[src/rtl/tmc_pkg.sv]
// tmc_pkg: shared types and constants of the text-mode console.
// Used by tmc_ctrl, tmc_datapath and text_mode_console; depends on nothing.
`default_nettype none

package tmc_pkg;

    // field widths fixed by the stream and register layout
    localparam int COL_W   = 7;
    localparam int ROW_W   = 5;
    localparam int CHAR_W  = 8;
    localparam int INDEX_W = 11;
    localparam int CELL_W  = 16;

    // default store geometry
    localparam int DEF_MAX_COLUMNS = 80;
    localparam int DEF_MAX_ROWS    = 25;

    // register reset values
    localparam logic [COL_W-1:0] RST_COLUMNS = 7'd80;
    localparam logic [ROW_W-1:0] RST_ROWS    = 5'd25;

    // register indexes
    localparam logic REG_COLUMNS = 1'b0;
    localparam logic REG_ROWS    = 1'b1;

    // cell words
    localparam logic [CELL_W-1:0] BLANK_CELL = 16'h0F20;
    localparam logic [CELL_W-1:0] TEXT_ATTR  = 16'h0F00;

    // control characters
    localparam logic [CHAR_W-1:0] CH_NUL = 8'd0;
    localparam logic [CHAR_W-1:0] CH_BS  = 8'd8;
    localparam logic [CHAR_W-1:0] CH_LF  = 8'd10;
    localparam logic [CHAR_W-1:0] CH_CR  = 8'd13;

    typedef enum logic [1:0] {
        MODE_PUT   = 2'd0,
        MODE_READ  = 2'd1,
        MODE_CLEAR = 2'd2,
        MODE_NONE  = 2'd3
    } mode_t;

    typedef enum logic [2:0] {
        CK_NUL,
        CK_BS,
        CK_LF,
        CK_CR,
        CK_PRINT
    } ch_kind_t;

    typedef enum logic [1:0] {
        SW_NONE,
        SW_INIT,
        SW_CLEAR,
        SW_SCROLL
    } sweep_t;

    typedef struct packed {
        logic   load;
        logic   fix;
        logic   newline;
        logic   cret;
        logic   bksp;
        logic   col_inc;
        logic   calc_addr;
        logic   cell_write;
        logic   home;
        logic   out_load;
        sweep_t sweep;
    } cmd_t;

    typedef struct packed {
        logic     fix_scroll;
        logic     sweep_last;
        logic     col_zero;
        logic     out_free;
        mode_t    mode;
        ch_kind_t ch_kind;
    } status_t;

endpackage

`default_nettype wire

[src/rtl/tmc_ctrl.sv]
// tmc_ctrl: sequencer of the text-mode console (one-hot state machine).
// Depends on tmc_pkg; drives tmc_datapath through cmd_t / status_t.
`default_nettype none

module tmc_ctrl (
    input  wire logic             aclk,
    input  wire logic             aresetn,
    input  wire logic             s_tvalid,
    output logic                  s_tready,
    input  wire tmc_pkg::status_t sts,
    output tmc_pkg::cmd_t         cmd
);

    typedef enum logic [10:0] {
        S_INIT     = 11'b000_0000_0001,
        S_IDLE     = 11'b000_0000_0010,
        S_DISPATCH = 11'b000_0000_0100,
        S_FIX      = 11'b000_0000_1000,
        S_SCROLL   = 11'b000_0001_0000,
        S_ACT      = 11'b000_0010_0000,
        S_ADDR     = 11'b000_0100_0000,
        S_WRITE    = 11'b000_1000_0000,
        S_READ     = 11'b001_0000_0000,
        S_CLEAR    = 11'b010_0000_0000,
        S_DONE     = 11'b100_0000_0000
    } state_t;

    state_t state_reg, state_next;
    logic   nl_reg, nl_next;   // second fix-up pass after a newline

    always_ff @(posedge aclk) begin
        if (!aresetn) begin
            state_reg <= S_INIT;
            nl_reg    <= 1'b0;
        end else begin
            state_reg <= state_next;
            nl_reg    <= nl_next;
        end
    end

    always_comb begin
        state_next = state_reg;
        nl_next    = nl_reg;
        cmd        = '0;
        cmd.sweep  = tmc_pkg::SW_NONE;
        s_tready   = 1'b0;
        unique case (state_reg)
            S_INIT: begin
                cmd.sweep = tmc_pkg::SW_INIT;
                if (sts.sweep_last) state_next = S_IDLE;
            end
            S_IDLE: begin
                s_tready = 1'b1;
                nl_next  = 1'b0;
                if (s_tvalid) begin
                    cmd.load   = 1'b1;
                    state_next = S_DISPATCH;
                end
            end
            S_DISPATCH: begin
                unique case (sts.mode)
                    tmc_pkg::MODE_PUT:   state_next = S_FIX;
                    tmc_pkg::MODE_READ:  state_next = S_READ;
                    tmc_pkg::MODE_CLEAR: state_next = S_CLEAR;
                    default:             state_next = S_DONE;
                endcase
            end
            S_FIX: begin
                cmd.fix = 1'b1;
                if (sts.fix_scroll) state_next = S_SCROLL;
                else                state_next = nl_reg ? S_DONE : S_ACT;
            end
            S_SCROLL: begin
                cmd.sweep = tmc_pkg::SW_SCROLL;
                if (sts.sweep_last) state_next = nl_reg ? S_DONE : S_ACT;
            end
            S_ACT: begin
                unique case (sts.ch_kind)
                    tmc_pkg::CK_NUL: state_next = S_DONE;
                    tmc_pkg::CK_BS: begin
                        if (sts.col_zero) begin
                            state_next = S_DONE;
                        end else begin
                            cmd.bksp   = 1'b1;
                            state_next = S_ADDR;
                        end
                    end
                    tmc_pkg::CK_LF: begin
                        cmd.newline = 1'b1;
                        nl_next     = 1'b1;
                        state_next  = S_FIX;
                    end
                    tmc_pkg::CK_CR: begin
                        cmd.cret   = 1'b1;
                        state_next = S_DONE;
                    end
                    default: state_next = S_ADDR;
                endcase
            end
            S_ADDR: begin
                cmd.calc_addr = 1'b1;
                state_next    = S_WRITE;
            end
            S_WRITE: begin
                cmd.cell_write = 1'b1;
                cmd.col_inc    = (sts.ch_kind == tmc_pkg::CK_PRINT);
                state_next     = S_DONE;
            end
            S_READ: state_next = S_DONE;
            S_CLEAR: begin
                cmd.sweep = tmc_pkg::SW_CLEAR;
                if (sts.sweep_last) begin
                    cmd.home   = 1'b1;
                    state_next = S_DONE;
                end
            end
            S_DONE: begin
                if (sts.out_free) begin
                    cmd.out_load = 1'b1;
                    state_next   = S_IDLE;
                end
            end
            default: state_next = S_INIT;
        endcase
    end

endmodule

`default_nettype wire

[config.mk]
export PLATFORM = sky130hd
export DESIGN_NAME = tmc_ctrl
export DESIGN_NICKNAME = d
export VERILOG_FILES = /design/src/rtl/tmc_pkg.sv /design/src/rtl/tmc_ctrl.sv
export SDC_FILE = /design/constraint.sdc
export NUM_CORES = 1
export LEC_CHECK = 0
export BUFFER_PORTS_ARGS = -buffer_cell sky130_fd_sc_hd__buf_2
export CAP_MARGIN = 20
export CORE_MARGIN = 2
export CORE_UTILIZATION = 45
export DETAILED_ROUTE_END_ITERATION = 8
export PLACE_DENSITY = 0.69
export SLEW_MARGIN = 10
export SYNTH_ARGS = -nofsm -noshare
export SYNTH_HDL_FRONTEND = slang
export SYNTH_SLANG_ARGS = --single-unit
[constraint.sdc]
create_clock -name aclk -period 2.65 [get_ports aclk]
set_input_delay 0.265 -clock aclk [delete_from_list [all_inputs] [get_ports aclk]]
set_output_delay 0.265 -clock aclk [all_outputs]
set_load 0.03 [all_outputs]
# --- Yosys cells after proc, flatten, opt, wreduce, memory -nomap -nowiden ---
# Index checks and enable logic that the tools add are counted.
word_totals:
  register_bits: 12
  output_inout_bits: 13
  elab_cells: 62
  in_bits: 12
op_classes:
  eq_ne: 23
  n_reduce_logical: 7
  mux: 30
ops:
  columns: ["op", "n"]
  rows:
  - ["11-bit case mux with 10 select lines", 1]
  - ["11-bit two-way mux", 8]
  - ["11-bit case mux with 3 select lines", 2]
  - ["1-bit two-way mux", 16]
  - ["11-bit by 1-bit equality test with 1-bit output, second input constant", 1]
  - ["11-bit by 10-bit equality test with 1-bit output, second input constant", 1]
  - ["11-bit equality test, second input constant", 1]
  - ["11-bit by 2-bit equality test with 1-bit output, second input constant", 1]
  - ["11-bit by 3-bit equality test with 1-bit output, second input constant", 1]
  - ["11-bit by 4-bit equality test with 1-bit output, second input constant", 1]
  - ["11-bit by 5-bit equality test with 1-bit output, second input constant", 1]
  - ["11-bit by 6-bit equality test with 1-bit output, second input constant", 1]
  - ["11-bit by 7-bit equality test with 1-bit output, second input constant", 1]
  - ["11-bit by 8-bit equality test with 1-bit output, second input constant", 1]
  - ["11-bit by 9-bit equality test with 1-bit output, second input constant", 1]
  - ["2-bit inequality test, second input constant", 5]
  - ["3-bit by 2-bit equality test with 1-bit output, second input constant", 2]
  - ["2-bit case mux with 3 select lines", 1]
  - ["5-bit AND reduction", 1]
  - ["2-bit OR reduction", 2]
  - ["3-bit by 1-bit equality test with 1-bit output, second input constant", 1]
  - ["3-bit equality test, second input constant", 1]
  - ["3-bit logical NOT", 1]
  - ["3-bit two-way mux", 1]
  - ["other kinds (7)", 7]

# --- Longest topological paths before layout ---
logic_depth:
  ltp_word: 4
  ltp_mapped: 7
  depth_no_buf: 6

# --- Worst setup path after synthesis ---
# Ideal clock, no wire load.
synth_timing:
  path_type: "reg-to-reg"
  startpoint: "register state_reg[6]"
  endpoint: "register state_reg[4]"
  path_buffers: 1
  period_less_slack_ns: 2.385
  path_stages_with_launch: 8
  path_slack_ns: 0.265
  t_arrival_ns: 2.319
  t_required_ns: 2.584
  setup_ns: 0.066
  cell_sequence: "dfxtp_1 clkbuf_1 or4_4 nor2b_1 nand2_1 nor3b_1 nand2_1 a21oi_2"
synth_between:
  elab_chain_len: 3
  word_cells_on_any_way: 19
  classes_between: "16 x eq/ne; 1 x mux; 2 x reduce/logical"
synth_lines:
  columns: ["element", "line", "text"]
  rows:
  - ["start: declaration", "tmc_ctrl.sv:28", "state_t state_reg, state_next;"]
  - ["start signal: assignment", "tmc_ctrl.sv:36", "state_reg <= state_next;"]
  - ["11-bit by 8-bit equality test with 1-bit output (tied with other cells)", "tmc_ctrl.sv:47", "unique case (state_reg)"]
  - ["2-bit OR reduction (no line) or 2-bit inequality test (tied branches)", null, null]
  - ["11-bit case mux with 10 select lines or 5-bit AND reduction (tied branches)", null, null]
# Parallel ways exist; a longest one is shown, timed or not.
# A chain may end at the register's enable or synchronous reset.

==> metrics.md <==
| Metric | Value |
|---|---|
| Largest cells by area after synthesis | dfxtp_1, nor3_1, nor2_1, nand2_1, inv_1 |
| Worst path slowest cell | or4b_4 |
| Initial antenna violation count | 0 |
| Largest net degree at the start of global routing | 11 |
| Root buf cell | clkbuf_4 |
| Seq/Total Area, Yosys | 0.265 |
| Delay-heaviest family, CP | simple AND/OR/NAND/NOR gates |
| Vias/cell | 5.53 |
| All-layer global routing usage | 0.217 |
| Fin nets | 161 |
| Final hold vios | 0 |
| Worst-margin pin slew | 441 ps |
| Die X-Extent | 48.9 µm |
| CTS buffer count | 3 |
| DIE AREA | 2390 µm² |
| EDFF count, synth | 0 |
| Setup violators final | 0 |
| Sinks on Clock Net | 12 |
| CP Class | register to output pin |
| Yosys warns | 0 |
| Min-delay worst type | input port to register |
| Register bit count reported by yosys | 12 |
| Post-Syn Instances | 125 |
| Core footprint | 1920 µm² |
| Total power per unit cell area | 635 nW/µm² |
| Die H | 48.9 µm |
| Critical Path Fanout Max | 10 |
| First-pass GRT wire length | 4.24 mm |
| Async set-reset flop share out of synthesis | 0 |
| GPL Wtd Cong | 0.917 |
| Ys flop type | dfxtp_1 |
| Netlist Area Pre-Place | 906 µm² |
| Synthesized Nets | 137 |
| Area Overhead vs Synth | 17.8% |
| Leading area contributor after synthesis | dfxtp_1 |
| Worst Skew | 1.54 ps |
| Clk_lat worst skew | 270 ps |
| Remaining DRCs | 0 |
| WP data arrival | 2160 ps |
| Buf/Inv on CP | 1 |
| GRT overflow | 0 |
| Iter 0 DRT Violations | 30 |
| Max-cap violations | 0 |
| Rows | 16 |
| ANT nets after route | 0 |
| Fin. max-slew vios | 0 |
| Crit-path cells | nor4_4 > nand3_2 > or4b_4 > nor3_2 > buf_2 |
| # fillers | 204 |
| Share of layout cells above drive strength 1 | 0.265 |
| DR WL/cell | 12.8 µm |
| H-tree depth | 1 |
| Initial DRT Pass Iterations | 4 |
| Period utilization | 0.917 |
| Setup crit end kind | output pin |
| Clock Path Buffers | 2 |
| Hpwl dp | 1.77 mm |
| Setup tns final | 0 ps |
| Worst-path clk slew | 70 ps |
| Tmin final | 2430 ps |
| DP Area | 1030 µm² |
| Port Buffers | 24 |
| Vias in the first global route | 981 |
| CP max stage delay | 530 ps |
| Antenna Cells | 0 |
| Starting density of the core | 0.471 |
| Leakage Power | 0.462 nW |
| Count of cell types in the netlist | 36 |
| WL final | 2.23 mm |
| Max IR drop VDD | 0.341 mV |
| Outcome | finished clean |
| Synth top area share | 0.265 |
| I/O pin count | 25 |
| Relative slew slack | 0.705 |
| Max reg flops | 11 |
| RSZ-0062 raised after global routing | no |
| Max Clock Freq | 0.412 GHz |
| Post-CTS Hold Buffers | 0 |
| CP Launch Type | register |
| Design Area, Final | 1070 µm² |
| CTS tree | done |
| Syn avg cell area | 7.25 µm² |
| Total number of vias | 962 |
| Required time of the critical path | 2380 ps |
cell type report:
| type | count | area, µm² | area share |
|---|---|---|---|
| inverter | 10 | 37.5 | 0.0352 |
| timing repair buffer | 26 | 135 | 0.127 |
| tap | 27 | 33.8 | 0.0317 |
| clock buffer | 3 | 22.5 | 0.0211 |
| multi-input combinational | 96 | 598 | 0.560 |
| sequential | 12 | 240 | 0.225 |
cells by family after synthesis:
family	after synthesis	synth area share
buf+inv	17	0.0843
simple gates	70	0.454
flops	12	0.265
mux	1	0.0111
xor+xnor	5	0.0483
compound gates	20	0.137
report_power, final:
part / leakage (nW) / internal (mW) / switching, mW / total [mW]
sequential: 0.0972 / 0.198 / 0.0443 / 0.242
clock: 0.0138 / 0.0526 / 0.0561 / 0.109
combinational: 0.351 / 0.134 / 0.194 / 0.328
total: 0.462 / 0.384 / 0.294 / 0.678
worst reg2reg max path, stage by stage, from the launching register on:
cell and delay [ps]:
dfxtp_1 410, or4_4 590, or4_4 540, a21oi_2 160, nor3_2 100, nand2b_1 190
a21oi_2 140
cell usage after synthesis, drive strengths merged (2+ instances only):
master / count
nor4b: 3
o21ai: 7
and2: 2
nand4: 2
nor3: 14
dfxtp: 12
or4: 3
nor2b: 3
a211oi: 2
a21oi: 6
nand2: 11
nor3b: 3
buf: 5
nor4: 2
clkbuf: 2
o22ai: 2
xor2: 4
nor2: 16
nand2b: 3
inv: 10
and3: 2
o211ai: 2
path summary, 6_finish.rpt:
kind	end	cells after the start	start	slack, ps
setup / recovery	cmd[9]	5	state_reg[3]$_SDFFE_PN0P_	220
hold / removal	state_reg[8]$_SDFFE_PN0P_	2	sts[4]	190
setup reg to reg	state_reg[4]$_SDFFE_PN0P_	6	state_reg[0]$_SDFFE_PN1P_	470
hold reg to reg	state_reg[5]$_SDFFE_PN0P_	1	nl_reg$_SDFFE_PN0P_	460
per-layer routing:
metal	vias to the layer above	track usage	part of all wire
met3	7	0.0153	0.056
li1	484	-	-
met5	-	0	0
met2	36	0.368	0.46
met4	0	0.0952	0.021
met1	435	0.284	0.46
cell usage in the layout (no fill, tap or decap), types with 3 or more instances in the layout:
master | synthesis | layout
inv_1 | 10 | 10
nand2b_1 | 3 | 3
o21ai_0 | 6 | 6
nor4b_1 | 3 | 3
nor3_1 | 12 | 12
nand2_1 | 11 | 11
nor2_1 | 16 | 16
or4_4 | 3 | 3
xor2_1 | 4 | 4
dfxtp_1 | 12 | 12
nor3b_1 | 3 | 3
buf_2 | 4 | 24
nor2b_1 | 3 | 3
a21oi_1 | 4 | 4
clkbuf_4 | 0 | 3
metrics by stage:
| step | utilization | hold WS, ps | setup slack, ps | std cells | total power [mW] |
|---|---|---|---|---|---|
| 3_3_place_gp | 0.535 | 450 | 366 | 170 | 0.544 |
| 6_report | 0.555 | 190 | 221 | 174 | 0.678 |
| 5_1_grt | 0.555 | 195 | 47.2 | 174 | 0.731 |
| 4_1_cts | 0.551 | 189 | 109 | 173 | 0.670 |
| 3_5_place_dp | 0.535 | 447 | 285 | 170 | 0.550 |
| 2_1_floorplan | - | 340 | 265 | 125 | 0.490 |
repair_timing:
action                                  CTS  global route
endpoints found under the setup margin    1             1
resized for setup                         1             0
pin swaps                                 0             1
setup buffers                             0             1
No activity file was read; power rests on OpenSTA's default activity.
